<file path="src/apu_pkg.sv">
// ----------------------------------------------------------------------------
// apu_pkg
// Types, register numbers and period tables of the audio processing unit.
// ----------------------------------------------------------------------------
package apu_pkg;

  localparam int REG_COUNT_DEF = 24;

  localparam logic [1:0] CMD_TICK  = 2'd0;
  localparam logic [1:0] CMD_WRITE = 2'd1;
  localparam logic [1:0] CMD_READ  = 2'd2;
  localparam logic [1:0] CMD_FETCH = 2'd3;

  localparam logic [4:0] REG_TRI_LINEAR = 5'h08;
  localparam logic [4:0] REG_TRI_LO     = 5'h0A;
  localparam logic [4:0] REG_TRI_HI     = 5'h0B;
  localparam logic [4:0] REG_NOISE_ENV  = 5'h0C;
  localparam logic [4:0] REG_NOISE_PER  = 5'h0E;
  localparam logic [4:0] REG_NOISE_LEN  = 5'h0F;
  localparam logic [4:0] REG_DMC_CTRL   = 5'h10;
  localparam logic [4:0] REG_DMC_LOAD   = 5'h11;
  localparam logic [4:0] REG_DMC_ADDR   = 5'h12;
  localparam logic [4:0] REG_DMC_LEN    = 5'h13;
  localparam logic [4:0] REG_STATUS     = 5'h15;
  localparam logic [4:0] REG_FRAME      = 5'h17;

  localparam logic [10:0] PERIOD_MAX   = 11'h7FF;
  localparam logic [15:0] DMC_BASE     = 16'hC000;
  localparam logic [13:0] SEQ_LOAD_NTSC = 14'd7459;
  localparam logic [13:0] SEQ_LOAD_PAL  = 14'd8315;
  localparam logic [6:0]  DMC_VOL_TOP  = 7'd125;

  localparam logic [7:0] LEN_TAB [32] = '{
    8'd10, 8'd254, 8'd20, 8'd2, 8'd40, 8'd4, 8'd80, 8'd6,
    8'd160, 8'd8, 8'd60, 8'd10, 8'd14, 8'd12, 8'd26, 8'd14,
    8'd12, 8'd16, 8'd24, 8'd18, 8'd48, 8'd20, 8'd96, 8'd22,
    8'd192, 8'd24, 8'd72, 8'd26, 8'd16, 8'd28, 8'd32, 8'd30};

  localparam logic [7:0] DUTY_TAB [4] = '{8'b0000_0010, 8'b0000_0110,
                                          8'b0001_1110, 8'b1111_1001};

  localparam logic [11:0] NOISE_TAB [2][16] = '{
    '{12'd4, 12'd8, 12'd16, 12'd32, 12'd64, 12'd96, 12'd128, 12'd160,
      12'd202, 12'd254, 12'd380, 12'd508, 12'd762, 12'd1016, 12'd2034, 12'd4068},
    '{12'd4, 12'd8, 12'd14, 12'd30, 12'd60, 12'd88, 12'd118, 12'd148,
      12'd188, 12'd236, 12'd354, 12'd472, 12'd708, 12'd944, 12'd1890, 12'd3778}};

  localparam logic [8:0] DMC_TAB [2][16] = '{
    '{9'd428, 9'd380, 9'd340, 9'd320, 9'd286, 9'd254, 9'd226, 9'd214,
      9'd190, 9'd160, 9'd142, 9'd128, 9'd106, 9'd84, 9'd72, 9'd54},
    '{9'd398, 9'd354, 9'd316, 9'd298, 9'd276, 9'd236, 9'd210, 9'd198,
      9'd176, 9'd148, 9'd132, 9'd118, 9'd98, 9'd78, 9'd66, 9'd50}};

  localparam logic [13:0] FRAME4_TAB [2][8] = '{
    '{14'd7456, 14'd7458, 14'd7457, 14'd1, 14'd1, 14'd7457, 14'd1, 14'd1},
    '{14'd8314, 14'd8312, 14'd8313, 14'd1, 14'd1, 14'd8313, 14'd1, 14'd1}};

  localparam logic [13:0] FRAME5_TAB [2][8] = '{
    '{14'd1, 14'd7457, 14'd7456, 14'd7458, 14'd7458, 14'd7452, 14'd1, 14'd1},
    '{14'd1, 14'd8313, 14'd8314, 14'd8312, 14'd8314, 14'd8312, 14'd1, 14'd1}};

  typedef struct packed {
    logic [1:0] cmd;
    logic [4:0] reg_index;
    logic [7:0] write_data;
    logic       odd_cycle;
    logic       fetch_busy;
  } apu_in_t;

  typedef struct packed {
    logic [7:0]  read_data;
    logic        sample_valid;
    logic [3:0]  pulse_one_level;
    logic [3:0]  pulse_two_level;
    logic [3:0]  triangle_level;
    logic [3:0]  noise_level;
    logic [6:0]  delta_level;
    logic        frame_irq;
    logic        sample_irq;
    logic        fetch_request;
    logic [15:0] fetch_address;
  } apu_out_t;

  typedef struct packed {
    logic [3:0] setting;
    logic       is_const;
    logic       restart;
    logic [3:0] count;
    logic [3:0] level;
  } apu_env_t;

  typedef struct packed {
    logic [10:0] period;
    logic [11:0] timer;
    logic [2:0]  step;
    logic [1:0]  duty;
    logic        sw_on;
    logic [2:0]  sw_amount;
    logic [2:0]  sw_rate;
    logic        sw_down;
    logic [2:0]  sw_count;
    logic        sw_mute;
  } apu_pulse_t;

  typedef struct packed {
    apu_pulse_t [1:0] pulse;
    logic [3:0][7:0]  len;
    logic [4:0]       halt;
    apu_env_t [2:0]   env;
    logic [10:0]      tri_period;
    logic [10:0]      tri_timer;
    logic [4:0]       tri_step;
    logic [6:0]       lin_reload_val;
    logic [6:0]       lin_count;
    logic             lin_reload;
    logic [11:0]      noise_period;
    logic [11:0]      noise_timer;
    logic [14:0]      noise_shift;
    logic             noise_mode;
    logic [8:0]       dmc_period;
    logic [8:0]       dmc_timer;
    logic [6:0]       dmc_volume;
    logic [7:0]       dmc_shifter;
    logic [7:0]       dmc_fetched;
    logic [2:0]       dmc_bits;
    logic             dmc_play;
    logic             dmc_ready;
    logic             dmc_irq_en;
    logic [15:0]      dmc_start_addr;
    logic [11:0]      dmc_start_len;
    logic [15:0]      dmc_cur_addr;
    logic [11:0]      dmc_cur_len;
    logic [13:0]      seq_counter;
    logic [2:0]       seq_step;
    logic             five_step;
    logic [1:0]       pending;
    logic             firq_en;
    logic             firq_flag;
    logic             firq_line;
    logic             dmc_irq;
    logic [2:0]       phase;
    logic [3:0][3:0]  held;
  } apu_state_t;

endpackage

</file>
<file path="src/audio_processing_unit.sv">
// ----------------------------------------------------------------------------
// audio_processing_unit
// Pulse, triangle, noise and delta sample sound generator behind byte registers.
// ----------------------------------------------------------------------------
// Requests arrive on in_valid/in_ready/in_data: a tick, a register write, a
// register read or a fetched sample byte. Each request gives exactly one
// result on out_valid/out_ready/out_data, held in an output register from the
// cycle after the request is taken. A tick is expected every processor cycle;
// the block takes one request per cycle unless a result waits on out_ready,
// all state being updated in the same edge that captures the result. Every
// eighth tick refreshes the held levels and sets sample_valid; fetch_request
// asks memory for the next delta byte, which comes back as a fetched sample
// byte request. cfg_we writes the region bit (0 NTSC, 1 PAL) with no wait.
// Reset (rst_n low, synchronous) returns all channels, the sequencer, the
// register file and the region to their power-up values and empties the
// output register. While out_ready is low a pending result holds and
// in_ready drops, so no request is taken until the result is delivered.
// ----------------------------------------------------------------------------
module audio_processing_unit
  import apu_pkg::*;
#(
  parameter int REG_COUNT = REG_COUNT_DEF
) (
  input  logic     clk,
  input  logic     rst_n,
  input  logic     in_valid,
  output logic     in_ready,
  input  apu_in_t  in_data,
  output logic     out_valid,
  input  logic     out_ready,
  output apu_out_t out_data,
  input  logic     cfg_we,
  input  logic     cfg_wdata
);

  localparam int RIDX_W = $clog2(REG_COUNT);

  apu_state_t state_r, state_nxt;
  apu_out_t   out_data_r, out_nxt;
  logic       out_valid_r;
  logic       region_r;
  logic [7:0] regfile_r [REG_COUNT];

  logic       accept;
  logic       idx_ok;
  logic       do_a, do_b;
  logic [7:0] en;
  logic [7:0] d;

  function automatic apu_state_t reset_state();
    apu_state_t s;
    begin
      s = '0;
      s.pulse[1].duty = 2'd1;
      s.noise_period  = NOISE_TAB[0][0] - 12'd1;
      s.noise_shift   = 15'd1;
      s.dmc_period    = DMC_TAB[0][0] - 9'd1;
      s.seq_counter   = SEQ_LOAD_NTSC;
      s.seq_step      = 3'd5;
      s.firq_en       = 1'b1;
      return s;
    end
  endfunction

  function automatic apu_pulse_t sweep_apply(apu_pulse_t x, logic extra);
    logic [15:0] p;
    begin
      p = {5'd0, x.period};
      if (x.sw_amount != 3'd0) begin
        if (x.sw_down) p = p - (p >> x.sw_amount) - {15'd0, extra};
        else p = p + (p >> x.sw_amount);
      end
      if (p > 16'd8 && p < {5'd0, PERIOD_MAX}) begin
        x.sw_mute = 1'b0;
        if (x.sw_on && x.sw_amount != 3'd0) x.period = p[10:0];
      end else begin
        x.sw_mute = 1'b1;
      end
      return x;
    end
  endfunction

  function automatic apu_pulse_t sweep_clock(apu_pulse_t x, logic extra);
    begin
      if (x.sw_count == 3'd0) begin
        x = sweep_apply(x, extra);
        x.sw_count = x.sw_rate;
      end else begin
        x.sw_count = x.sw_count - 3'd1;
      end
      return x;
    end
  endfunction

  function automatic apu_env_t env_clock(apu_env_t e, logic loop_en);
    begin
      if (e.restart) begin
        e.restart = 1'b0;
        e.count = e.setting;
        e.level = 4'd15;
      end else if (e.count == 4'd0) begin
        e.count = e.setting;
        if (e.level == 4'd0) begin
          if (loop_en) e.level = 4'd15;
        end else begin
          e.level = e.level - 4'd1;
        end
      end else begin
        e.count = e.count - 4'd1;
      end
      return e;
    end
  endfunction

  function automatic logic [3:0] env_out(apu_env_t e);
    return e.is_const ? e.setting : e.level;
  endfunction

  assign in_ready  = !out_valid_r || out_ready;
  assign accept    = in_valid && in_ready;
  assign out_valid = out_valid_r;
  assign out_data  = out_data_r;
  assign idx_ok    = 32'(in_data.reg_index) < REG_COUNT;
  assign en        = regfile_r[REG_STATUS[RIDX_W-1:0]];
  assign d         = in_data.write_data;

  always_comb begin
    state_nxt = state_r;
    out_nxt   = '0;
    do_a      = 1'b0;
    do_b      = 1'b0;

    case (in_data.cmd)
      CMD_TICK: begin
        // level sampling
        if (state_r.phase == 3'd0) begin
          out_nxt.sample_valid = 1'b1;
          for (int c = 0; c < 2; c++) begin
            if (state_r.len[c] != 8'd0 && en[c] && !state_r.pulse[c].sw_mute &&
                state_r.pulse[c].period >= 11'd8 && state_r.pulse[c].period < PERIOD_MAX)
            begin
              state_nxt.held[c] =
                DUTY_TAB[state_r.pulse[c].duty][state_r.pulse[c].step] ?
                env_out(state_r.env[c]) : 4'd0;
            end
          end
          if (state_r.len[2] != 8'd0 && state_r.lin_count != 7'd0 && en[2] &&
              state_r.tri_period >= 11'd2) begin
            state_nxt.held[2] = state_r.tri_step[4] ? state_r.tri_step[3:0]
                                                    : ~state_r.tri_step[3:0];
          end
          if (state_r.len[3] != 8'd0 && en[3] && state_r.noise_period != 12'd0) begin
            state_nxt.held[3] = state_r.noise_shift[0] ? 4'd0 : env_out(state_r.env[2]);
          end
        end
        state_nxt.phase = state_r.phase + 3'd1;

        // channel timers
        for (int c = 0; c < 2; c++) begin
          if (state_r.pulse[c].timer == 12'd0) begin
            state_nxt.pulse[c].timer = {state_r.pulse[c].period, 1'b1};
            state_nxt.pulse[c].step  = state_r.pulse[c].step + 3'd1;
          end else begin
            state_nxt.pulse[c].timer = state_r.pulse[c].timer - 12'd1;
          end
        end
        if (state_r.tri_timer == 11'd0) begin
          state_nxt.tri_timer = state_r.tri_period;
          state_nxt.tri_step  = state_r.tri_step + 5'd1;
        end else begin
          state_nxt.tri_timer = state_r.tri_timer - 11'd1;
        end
        if (state_r.noise_timer == 12'd0) begin
          state_nxt.noise_timer = state_r.noise_period;
          state_nxt.noise_shift = {state_r.noise_shift[0] ^
                                   (state_r.noise_mode ? state_r.noise_shift[6]
                                                       : state_r.noise_shift[1]),
                                   state_r.noise_shift[14:1]};
        end else begin
          state_nxt.noise_timer = state_r.noise_timer - 12'd1;
        end

        // delta output unit
        if (state_r.dmc_timer == 9'd0) begin
          state_nxt.dmc_timer = state_r.dmc_period;
          if (state_r.dmc_play) begin
            if (state_r.dmc_shifter[0]) begin
              if (state_r.dmc_volume <= DMC_VOL_TOP)
                state_nxt.dmc_volume = state_r.dmc_volume + 7'd2;
            end else if (state_r.dmc_volume >= 7'd2) begin
              state_nxt.dmc_volume = state_r.dmc_volume - 7'd2;
            end
            state_nxt.dmc_shifter = {1'b0, state_r.dmc_shifter[7:1]};
          end
          if (state_r.dmc_bits == 3'd0) begin
            if (state_r.dmc_ready) begin
              state_nxt.dmc_shifter = state_r.dmc_fetched;
              state_nxt.dmc_play    = 1'b1;
              state_nxt.dmc_ready   = 1'b0;
            end else begin
              state_nxt.dmc_play = 1'b0;
            end
            state_nxt.dmc_bits = 3'd7;
          end else begin
            state_nxt.dmc_bits = state_r.dmc_bits - 3'd1;
          end
        end else begin
          state_nxt.dmc_timer = state_r.dmc_timer - 9'd1;
        end

        if (!state_nxt.dmc_ready && !in_data.fetch_busy && state_r.dmc_cur_len != 12'd0)
        begin
          out_nxt.fetch_request = 1'b1;
          out_nxt.fetch_address = state_r.dmc_cur_addr;
          state_nxt.dmc_cur_len = state_r.dmc_cur_len - 12'd1;
        end

        // frame sequencer
        if (state_r.pending[0] && in_data.odd_cycle) begin
          state_nxt.five_step = state_r.pending[1];
          state_nxt.pending   = 2'd0;
          state_nxt.seq_step  = 3'd5;
          state_nxt.seq_counter = state_r.pending[1] ? 14'd1 :
                                  (region_r ? SEQ_LOAD_PAL : SEQ_LOAD_NTSC);
        end
        if (state_nxt.seq_counter != 14'd0) begin
          state_nxt.seq_counter = state_nxt.seq_counter - 14'd1;
        end else begin
          state_nxt.seq_step = (state_nxt.seq_step >= 3'd5) ? 3'd0
                                                            : state_nxt.seq_step + 3'd1;
          if (!state_nxt.five_step) begin
            state_nxt.seq_counter = FRAME4_TAB[region_r][state_nxt.seq_step] - 14'd1;
            if (state_nxt.seq_step == 3'd3 || state_nxt.seq_step == 3'd5) begin
              if (state_nxt.firq_en) state_nxt.firq_flag = 1'b1;
            end else begin
              do_a = state_nxt.seq_step == 3'd1 || state_nxt.seq_step == 3'd4;
              do_b = 1'b1;
              if (state_nxt.seq_step == 3'd4 && state_nxt.firq_en) begin
                state_nxt.firq_flag = 1'b1;
                state_nxt.firq_line = 1'b1;
              end
            end
          end else begin
            state_nxt.seq_counter = FRAME5_TAB[region_r][state_nxt.seq_step] - 14'd1;
            if (state_nxt.seq_step != 3'd1 && state_nxt.seq_step != 3'd5) begin
              do_a = state_nxt.seq_step == 3'd0 || state_nxt.seq_step == 3'd3;
              do_b = 1'b1;
            end
          end
        end

        // length and sweep
        if (do_a) begin
          for (int c = 0; c < 2; c++) begin
            if (state_nxt.len[c] != 8'd0) begin
              state_nxt.pulse[c] = sweep_clock(state_nxt.pulse[c], c == 0);
              if (!state_nxt.halt[c]) state_nxt.len[c] = state_nxt.len[c] - 8'd1;
            end
          end
          for (int c = 2; c < 4; c++) begin
            if (state_nxt.len[c] != 8'd0 && !state_nxt.halt[c])
              state_nxt.len[c] = state_nxt.len[c] - 8'd1;
          end
        end
        // envelopes and linear counter
        if (do_b) begin
          if (state_nxt.len[0] != 8'd0)
            state_nxt.env[0] = env_clock(state_nxt.env[0], state_nxt.halt[0]);
          if (state_nxt.len[1] != 8'd0)
            state_nxt.env[1] = env_clock(state_nxt.env[1], state_nxt.halt[1]);
          if (state_nxt.len[3] != 8'd0)
            state_nxt.env[2] = env_clock(state_nxt.env[2], state_nxt.halt[3]);
          if (state_nxt.lin_reload) state_nxt.lin_count = state_nxt.lin_reload_val;
          else if (state_nxt.lin_count != 7'd0)
            state_nxt.lin_count = state_nxt.lin_count - 7'd1;
          if (!state_nxt.halt[2]) state_nxt.lin_reload = 1'b0;
        end
      end

      CMD_WRITE: begin
        if (idx_ok) begin
          for (int c = 0; c < 2; c++) begin
            if (in_data.reg_index[4:3] == 2'b00 && in_data.reg_index[2] == c[0]) begin
              case (in_data.reg_index[1:0])
                2'd0: begin
                  state_nxt.env[c].setting  = d[3:0];
                  state_nxt.pulse[c].duty   = d[7:6];
                  state_nxt.env[c].is_const = d[4];
                  state_nxt.halt[c]         = d[5];
                end
                2'd1: begin
                  state_nxt.pulse[c].sw_on     = d[7];
                  state_nxt.pulse[c].sw_amount = d[2:0];
                  state_nxt.pulse[c].sw_rate   = d[6:4];
                  state_nxt.pulse[c].sw_down   = d[3];
                end
                2'd2: state_nxt.pulse[c].period[7:0] = d;
                default: begin
                  state_nxt.pulse[c].step = 3'd0;
                  if (en[c]) state_nxt.len[c] = LEN_TAB[d[7:3]];
                  state_nxt.pulse[c].period[10:8] = d[2:0];
                  state_nxt.env[c].restart = 1'b1;
                end
              endcase
              if (state_nxt.pulse[c].period > 11'd8 && state_nxt.pulse[c].period < PERIOD_MAX)
                state_nxt.pulse[c].sw_mute = 1'b0;
              if (in_data.reg_index[1:0] == 2'd1) begin
                state_nxt.pulse[c].sw_count = d[6:4];
                if (state_r.pulse[c].sw_count == 3'd0)
                  state_nxt.pulse[c] = sweep_apply(state_nxt.pulse[c], c == 0);
              end
            end
          end
          case (in_data.reg_index)
            REG_TRI_LINEAR: begin
              state_nxt.lin_reload_val = d[6:0];
              state_nxt.halt[2] = d[7];
            end
            REG_TRI_LO: state_nxt.tri_period[7:0] = d;
            REG_TRI_HI: begin
              if (en[2]) state_nxt.len[2] = LEN_TAB[d[7:3]];
              state_nxt.tri_period[10:8] = d[2:0];
              state_nxt.lin_reload = 1'b1;
            end
            REG_NOISE_ENV: begin
              state_nxt.env[2].setting  = d[3:0];
              state_nxt.env[2].is_const = d[4];
              state_nxt.halt[3] = d[5];
            end
            REG_NOISE_PER: begin
              state_nxt.noise_mode   = d[7];
              state_nxt.noise_period = NOISE_TAB[region_r][d[3:0]] - 12'd1;
            end
            REG_NOISE_LEN: begin
              if (en[3]) state_nxt.len[3] = LEN_TAB[d[7:3]];
              state_nxt.env[2].restart = 1'b1;
            end
            REG_DMC_CTRL: begin
              state_nxt.dmc_period = DMC_TAB[region_r][d[3:0]] - 9'd1;
              state_nxt.halt[4]    = d[6];
              state_nxt.dmc_irq_en = d[7];
              if (!d[7]) state_nxt.dmc_irq = 1'b0;
            end
            REG_DMC_LOAD: state_nxt.dmc_volume = d[6:0];
            REG_DMC_ADDR: state_nxt.dmc_start_addr = DMC_BASE | {2'b00, d, 6'd0};
            REG_DMC_LEN:  state_nxt.dmc_start_len = {d, 4'd1};
            REG_STATUS: begin
              for (int c = 0; c < 4; c++) begin
                if (!d[c]) state_nxt.len[c] = 8'd0;
              end
              if (!d[4]) begin
                state_nxt.dmc_cur_len = 12'd0;
              end else if (state_r.dmc_cur_len == 12'd0) begin
                state_nxt.dmc_cur_addr = state_r.dmc_start_addr;
                state_nxt.dmc_cur_len  = state_r.dmc_start_len;
              end
              state_nxt.dmc_irq = 1'b0;
            end
            REG_FRAME: begin
              state_nxt.firq_en = !d[6];
              if (d[6]) begin
                state_nxt.firq_flag = 1'b0;
                state_nxt.firq_line = 1'b0;
              end
              state_nxt.pending = {d[7], 1'b1};
            end
            default: ;
          endcase
        end
      end

      CMD_READ: begin
        if (idx_ok) begin
          if (in_data.reg_index == REG_STATUS) begin
            out_nxt.read_data = {state_r.dmc_irq, state_r.firq_flag, 1'b0,
                                 state_r.dmc_cur_len != 12'd0,
                                 state_r.len[3] != 8'd0, state_r.len[2] != 8'd0,
                                 state_r.len[1] != 8'd0, state_r.len[0] != 8'd0};
            state_nxt.firq_flag = 1'b0;
            state_nxt.firq_line = 1'b0;
          end else begin
            out_nxt.read_data = regfile_r[in_data.reg_index[RIDX_W-1:0]];
          end
        end
      end

      default: begin
        state_nxt.dmc_ready    = 1'b1;
        state_nxt.dmc_fetched  = d;
        state_nxt.dmc_cur_addr = {1'b1, state_r.dmc_cur_addr[14:0] + 15'd1};
        if (state_r.dmc_cur_len == 12'd0) begin
          if (state_r.halt[4]) begin
            state_nxt.dmc_cur_addr = state_r.dmc_start_addr;
            state_nxt.dmc_cur_len  = state_r.dmc_start_len;
          end else if (state_r.dmc_irq_en) begin
            state_nxt.dmc_irq = 1'b1;
          end
        end
      end
    endcase

    out_nxt.pulse_one_level = state_nxt.held[0];
    out_nxt.pulse_two_level = state_nxt.held[1];
    out_nxt.triangle_level  = state_nxt.held[2];
    out_nxt.noise_level     = state_nxt.held[3];
    out_nxt.delta_level     = (in_data.cmd == CMD_TICK) ? state_r.dmc_volume
                                                        : state_nxt.dmc_volume;
    out_nxt.frame_irq       = state_nxt.firq_line;
    out_nxt.sample_irq      = state_nxt.dmc_irq;
  end

  always_ff @(posedge clk) begin
    if (!rst_n) begin
      state_r <= reset_state();
      for (int i = 0; i < REG_COUNT; i++) regfile_r[i] <= 8'd0;
      region_r    <= 1'b0;
      out_valid_r <= 1'b0;
      out_data_r  <= '0;
    end else begin
      if (cfg_we) region_r <= cfg_wdata;
      if (accept) begin
        state_r     <= state_nxt;
        out_data_r  <= out_nxt;
        out_valid_r <= 1'b1;
        if (in_data.cmd == CMD_WRITE && idx_ok)
          regfile_r[in_data.reg_index[RIDX_W-1:0]] <= in_data.write_data;
      end else if (out_ready) begin
        out_valid_r <= 1'b0;
      end
    end
  end

  a_no_tick_flags: assert property (@(posedge clk) disable iff (!rst_n)
    (accept && in_data.cmd != CMD_TICK) |=>
    (!out_data_r.sample_valid && !out_data_r.fetch_request))
    else $error("sample or fetch flag on a non-tick request");

  a_fetch_addr_zero: assert property (@(posedge clk) disable iff (!rst_n)
    (out_valid_r && !out_data_r.fetch_request) |-> (out_data_r.fetch_address == 16'd0))
    else $error("fetch address without fetch request");

  a_sample_phase: assert property (@(posedge clk) disable iff (!rst_n)
    (accept && in_data.cmd == CMD_TICK && state_r.phase == 3'd0) |=>
    out_data_r.sample_valid)
    else $error("level refresh missed");

endmodule
</file>
<file path="config.mk">
export PLATFORM = sky130hd
export DESIGN_NAME = audio_processing_unit
export DESIGN_NICKNAME = d
export VERILOG_FILES = /design/src/apu_pkg.sv /design/src/audio_processing_unit.sv
export SDC_FILE = /design/constraint.sdc
export NUM_CORES = 2
export LEC_CHECK = 0
export BUFFER_PORTS_ARGS = -buffer_cell sky130_fd_sc_hd__buf_2
export CAP_MARGIN = 20
export CORE_ASPECT_RATIO = 1.4
export CORE_MARGIN = 4
export CORE_UTILIZATION = 60
export DETAILED_ROUTE_END_ITERATION = 12
export PLACE_DENSITY = 0.85
export SYNTH_ARGS = -nofsm -noshare
export SYNTH_HDL_FRONTEND = slang
export SYNTH_SLANG_ARGS = --single-unit
</file>
<file path="constraint.sdc">
create_clock -name clk -period 6.36 [get_ports clk]
set_input_delay 0 -clock clk [delete_from_list [all_inputs] [get_ports clk]]
set_output_delay 0 -clock clk [all_outputs]
set_load 0.02 [all_outputs]
</file>
## Word-level counts from Yosys, hierarchy flattened

Memory sizes are Yosys's and may differ from the RTL's.
Index checks and enable logic that the tools add are counted.

| word-level totals | value |
|---|---|
| input bits | 23 |
| bits in read-only memories | 256 |
| output and inout bits | 53 |
| register bits after elaboration | 412 |
| RAM bits | 192 |
| memories kept | 2 |

| cells by class | value |
|---|---|
| order comparisons | 29 |
| $add $sub $neg | 43 |
| bitwise logic cells | 15 |
| reductions and logical operators | 154 |
| equality and inequality tests | 74 |
| muxes and demuxes | 290 |
| shift-type cells | 4 |

Memory list:

| memory | depth | bits a word | rd ports | clocked after Yosys merged registers in | write ports | line | RTL |
|---|---|---|---|---|---|---|---|
| (no name shown) | 32 | 8 | 1 | 0 | 0 | audio_processing_unit.sv:335 | `if (en[3]) state_nxt.len[3] = LEN_TAB[d[7:3]];` |
| regfile_r | 24 | 8 | 2 | 0 | 24 | audio_processing_unit.sv:42 | `logic [7:0] regfile_r [REG_COUNT];` |

Operators by type and width:

| cell | number |
|---|---|
| 112-bit 2-to-1 mux | 7 |
| 16-bit 2-to-1 mux | 30 |
| 8-bit 2-to-1 mux | 49 |
| 192-bit 2-to-1 mux | 2 |
| 40-bit 2-to-1 mux | 8 |
| 144-bit 2-to-1 mux | 2 |
| 112-bit case mux with 2 select lines | 1 |
| 161-bit 2-to-1 mux | 1 |
| 141-bit 2-to-1 mux | 1 |
| 28-bit 2-to-1 mux | 5 |
| 123-bit 2-to-1 mux | 1 |
| 14-bit 2-to-1 mux | 8 |
| 11-bit 2-to-1 mux | 9 |
| 98-bit 2-to-1 mux | 1 |
| 12-bit 2-to-1 mux | 8 |
| 4-bit 2-to-1 mux | 23 |
| 14-bit binary-select mux with 3-bit select | 2 |
| 4-bit AND reduction | 20 |
| 36-bit 2-to-1 mux | 2 |
| 2-bit != test, second input constant | 34 |
| 11-bit by 16-bit adder with 16-bit output | 4 |
| 16-bit by 4-bit > comparator with 1-bit output, second input constant | 4 |
| 16-bit by 11-bit less-than comparator with 1-bit output, second input constant | 4 |
| 11-bit by 3-bit >> shifter with 16-bit output | 4 |
| 97 further kinds | 379 |

## Longest topological paths before layout

| logic depth | value |
|---|---|
| depth after elaboration | 25 |
| mapped depth | 31 |
| depth with buffers taken out | 28 |

## Worst setup path before layout

No wires, ideal clock.

| path | value |
|---|---|
| kind | reg2reg |
| start point | register state_r[356] (netlist bit) |
| end point | register state_r[383] (netlist bit) |
| stages on the path, launching flop included | 26 |
| buffers on the path | 4 |
| arrival time | 5,440 ps |
| clock period less this slack | 5,559 ps |
| setup time | 119 ps |
| setup slack | 801 ps |
| required time | 6,241 ps |
| path through | dfxtp_1 -> buf_1 -> clkbuf_1 -> mux2i_1 -> a211oi_1 -> a21oi_1 -> ha_1 -> o21ai_0 -> fa_1 -> a21o_1 -> a21oi_1 -> o21ai_0 -> a21oi_1 -> o21ai_0 -> a21oi_1 -> o21bai_1 -> or4b_2 -> nand3_1 -> nor4bb_1 -> mux2_2 -> nor3_1 -> o21a_1 -> clkbuf_1 -> dlygate4sd1_1 -> o21a_1 -> a21oi_1 |

| on the way | value |
|---|---|
| word-level cells in the longest chain between the ends | 21 |
| elaborated cells between the ends (all ways) | 49 |
| those cells by class | add/sub (4); order compare (4); eq/ne (2); shift (2); mux (30); reduce/logical (7) |

RTL lines:

| what | line | RTL |
|---|---|---|
| start: declaration | audio_processing_unit.sv:38 | `apu_state_t state_r, state_nxt;` |
| start signal: assignment | audio_processing_unit.sv:414 | `state_r <= reset_state();` |
| start signal: assignment | audio_processing_unit.sv:422 | `state_r <= state_nxt;` |
| 8-bit 2-to-1 mux | audio_processing_unit.sv:284 | `case (in_data.reg_index[1:0])` |
| 8-bit 2-to-1 mux | audio_processing_unit.sv:283 | `if (in_data.reg_index[4:3] == 2'b00 && in_data.reg_index[2] == c[0]) begin` |
| 8-bit 2-to-1 mux | audio_processing_unit.sv:281 | `if (idx_ok) begin` |
| 8-bit 2-to-1 mux | audio_processing_unit.sv:133 | `case (in_data.cmd)` |
| 11-bit by 3-bit >> shifter with 16-bit output | audio_processing_unit.sv:70, audio_processing_unit.sv:71 |  |
| 11-bit by 16-bit adder with 16-bit output or 11-bit by 16-bit subtractor with 16-bit output (tied branches) | audio_processing_unit.sv:71, audio_processing_unit.sv:70 |  |
| 16-bit 2-to-1 mux | audio_processing_unit.sv:70 | `if (x.sw_down) p = p - (p >> x.sw_amount) - {15'd0, extra};` |
| 16-bit 2-to-1 mux | audio_processing_unit.sv:69 | `if (x.sw_amount != 3'd0) begin` |
| (+5 left out) | - |  |
| 16-bit by 4-bit > comparator with 1-bit output or 16-bit by 11-bit less-than comparator with 1-bit output (tied branches) | audio_processing_unit.sv:73 | `if (p > 16'd8 && p < {5'd0, PERIOD_MAX}) begin` |
| 1-bit logical AND | audio_processing_unit.sv:73 |  |
| 11-bit 2-to-1 mux | audio_processing_unit.sv:73 |  |
| 40-bit 2-to-1 mux | audio_processing_unit.sv:309 | `if (state_r.pulse[c].sw_count == 3'd0)` |
| 40-bit 2-to-1 mux | audio_processing_unit.sv:307 | `if (in_data.reg_index[1:0] == 2'd1) begin` |
| 40-bit 2-to-1 mux | audio_processing_unit.sv:283 |  |
| 123-bit 2-to-1 mux | audio_processing_unit.sv:281 |  |
| 112-bit case mux with 2 select lines | audio_processing_unit.sv:133 |  |

Parallel ways exist; a longest one is shown, timed or not. The select of a mux whose other input is x is not followed.
A chain may end at the register's enable or synchronous reset.

## Worst setup path after layout

| path | value |
|---|---|
| start point | register state_r[379] (netlist bit) |
| end point | register state_r[378] (netlist bit) |

Same word-level chain as after synthesis.

==> impl_metrics.env <==
export IMPL_status="finished, final reports clean"
export IMPL_drt_iter0_markers=4743
export IMPL_min_path_type="in2reg"
export IMPL_reg2reg_to="state_r[378]"
export IMPL_placed_area_um2=40300
export IMPL_synth_simple_area_share_pct=21.0
export IMPL_routedWlPerCell_um=22.1
export IMPL_crit_start="state_r[379]"
export IMPL_synth_area_um2=39200
export IMPL_synth_top_family_by_area="simple AND/OR/NAND/NOR gates"
export IMPL_synth_fa_ha_area_share_pct=4.59
export IMPL_fillers=5073
export IMPL_synthXorXnorAreaFrac_pct=2.40
export IMPL_antenna_found_initial=4
export IMPL_synth_top_area_share_pct=20.9
export IMPL_fin_crit_sh_pct=94.2
export IMPL_syn_inst=4602
export IMPL_clock_sinks=650
export IMPL_async_reset_ff_share_pct=0
export IMPL_post_cts_buffers=0
export IMPL_cts_buffers=60
export IMPL_synth_seq_cells=650
export IMPL_vdd_drop_max_v=0.000248
export IMPL_drc=0
export IMPL_synth_common_cells="nor2_1 (557), nand2_1 (436), dfxtp_1 (410), a21oi_1 (408), o21ai_0 (274)"
export IMPL_start_kind="flop"
export IMPL_drive_above_1_share_pct=9.54
export IMPL_drv_cap=0
export IMPL_avgViaCountPerCell=6.70
export IMPL_overflow=0
export IMPL_cp_max_fo=12
export IMPL_synth_distinct_cells=105
export IMPL_synthFlopType="dfxtp_1"
export IMPL_die_area_um2=69600
export IMPL_endpoint_kind="flop"
export IMPL_synth_compound_area_share_pct=19.6
export IMPL_yosysMostFrequentCell="nor2_1"
export IMPL_crit_type="reg2reg"
export IMPL_report_final_slew_viol_count=0
export IMPL_dr_total_vias=36700
export IMPL_grt_pass1_wl_mm=187
export IMPL_grt_max_degree=95
export IMPL_cp_arrival_ns=6.57
export IMPL_cts_buffer_depth=3
export IMPL_die_width_um=224
export IMPL_synth_edff_count=240
export IMPL_power_total_mw=9.84
export IMPL_finalClockSkew_ns=0.0228
export IMPL_place_congestion=0.988
export IMPL_stdcell_area_um2=42500
export IMPL_final_setup_viol_count=0
export IMPL_fin_crit_ns=5.99
export IMPL_start_util_pct=60.7
export IMPL_ant_nets=0
export IMPL_synth_mux_area_share_pct=7.71
export IMPL_core_um2=64500
export IMPL_tns_ns=0
export IMPL_rsz0062_at_grt="no"
export IMPL_reg2reg_slack_ns=0.37
export IMPL_grt_pass1_vias=34900
export IMPL_drt_wl_total_mm=121
export IMPL_syn_to_final_growth_pct=8.47
export IMPL_cp_endpoint="state_r[378]"
export IMPL_clock_fmax_mhz=167
export IMPL_firstDrtPassIters=9
export IMPL_max_slew_worst_pin_slew_ns=1.18
export IMPL_final_nets=4744
export IMPL_slew_headroom_pct=20.9
export IMPL_hold_viol=0
export IMPL_io_buffers=75
export IMPL_pin_count=76
export IMPL_clk_pin_slew_ns=0.07
export IMPL_rr_startpoint="state_r[379]"
export IMPL_num_rows=110
export IMPL_synth_top_area_cell="dfxtp_1"
export IMPL_p_leak_nw=16.5
export IMPL_ys_warn_count=0
export IMPL_root_buffer="clkbuf_16"
export IMPL_synth_seq_area_share_pct=39.3
export IMPL_synth_area_leaders="dfxtp_1 (21%), edfxtp_1 (18%), nor2_1 (5.3%)"
export IMPL_clk_latency_ns=0.66
export IMPL_reg2regPathDepth=22
export IMPL_cts_tree="built"
export IMPL_synth_area_per_cell_um2=8.52
export IMPL_fp_dieH_um=310
export IMPL_cp_data_required_time_ns=6.93
export IMPL_grtUsageTotal_pct=33.5
export IMPL_place_hpwl_mm=82.4
export IMPL_cts_max_level=2
export IMPL_power_density_nw_per_um2=231
-- report_power, final --
part	switching (mW)	internal (mW)	total [mW]	leakage, nW
logic	1.07	0.541	1.61	9.62
clock network	1.70	2.05	3.75	1.00
registers	0.0752	4.41	4.48	5.84
total	2.84	7.00	9.84	16.5
-- sequential cells by signal (all words and copies together), names as in the netlist --
name	flops
region_r	1
out_data	51
state_r	357
out_valid	1
regfile_r	240
-- worst min-delay path by stage --
stage | cells past startpoint | to | startpoint
detailed placement | 3 | region_r | cfg_wdata
global route | 4 | state_r[270] | in_data[7]
finish | 4 | state_r[110] | in_data[7]
global placement | 3 | region_r | cfg_wdata
floorplan | 0 | regfile_r[24][0] | in_data[2]
CTS | 4 | state_r[270] | in_data[7]
-- worst max-delay path, cell delays in order (launching register included) --
cell and delay [ns]:
dfxtp_1 0.47, a21oi_2 0.31, clkinv_1 0.26, nor2_1 0.16, o32a_1 0.22, nand2_1 0.14
inv_1 0.09, ha_1 0.19, o221ai_1 0.23, or4_1 0.55, and3_1 0.24, ha_1 0.35
nand2_1 0.12, nor2_1 0.05, o21a_1 0.16, o41ai_1 0.44, o311ai_2 0.20, maj3_2 0.33
mux2i_1 0.28, nand2_2 0.22, or3_4 0.47, mux2_4 0.31, o22ai_1 0.13
-- per-stage QoR --
step                setup WS (ns)  instances  hold slack, ns  utilization, %
floorplan                   0.801       4649          0.0989               -
CTS                         0.289       5468          0.0160            65.8
global placement            0.371       5341           0.239            62.4
detailed placement          0.272       5343           0.253            62.4
finish                      0.367       5475          0.0603            65.9
global route               0.0748       5473          0.0538            65.9
-- logic make-up (layout without fill, tap and decap cells) --
kind of cell / Yosys count / after routing
DFF: 650 / 650
muxes: 207 / 207
and+or+nand+nor: 1755 / 1755
xor gates and xnor gates: 106 / 106
AOI/OAI and AO/OA: 1225 / 1225
buffers and inverters: 517 / 499
adders and majority gates: 141 / 141
other: 1 / 52
-- placed cells by master, fill, tap and decap left out, types with 67 or more instances in the layout --
master and n:
dfxtp_1 408, nand3_1 112, nand2_1 433, mux2i_1 117
clkbuf_16 68, buf_4 111, and2_1 80, and3_1 67
a21oi_1 407, mux4_2 73, a211oi_1 67, inv_1 182
nor2_1 554, ha_1 132, nor3_1 231, buf_2 74
o21ai_0 274, a21o_1 75, edfxtp_1 240
-- metal layers --
layer | global-route usage (%) | vias to the layer above | wire [um]
met4 | 23.6 | 2 | 10100
li1 | - | 16600 | -
met1 | 38.2 | 17300 | 41600
met5 | 0 | - | 15
met3 | 6.46 | 640 | 11800
met2 | 56.5 | 2139 | 57200
-- cell type report --
type                            instances  area (um^2)  area share (%)
Multi-Input combinational cell       3482        21900            51.6
Sequential cell                       650        15400            36.2
Clock buffer                           82         1800            4.24
Timing Repair Buffer                  200         1350            3.18
Tap cell                              840         1050            2.47
Inverter                              188          713            1.68
Clock inverter                         29          241           0.568
Antenna cell                            4         10.0          0.0235
-- repair_timing --
item,in CTS,in global routing
hold buffers,14,0
resized for setup,0,6
setup endpoints to repair,0,20
hold endpoints to repair,63,0
(Power assumes the default switching activity.)
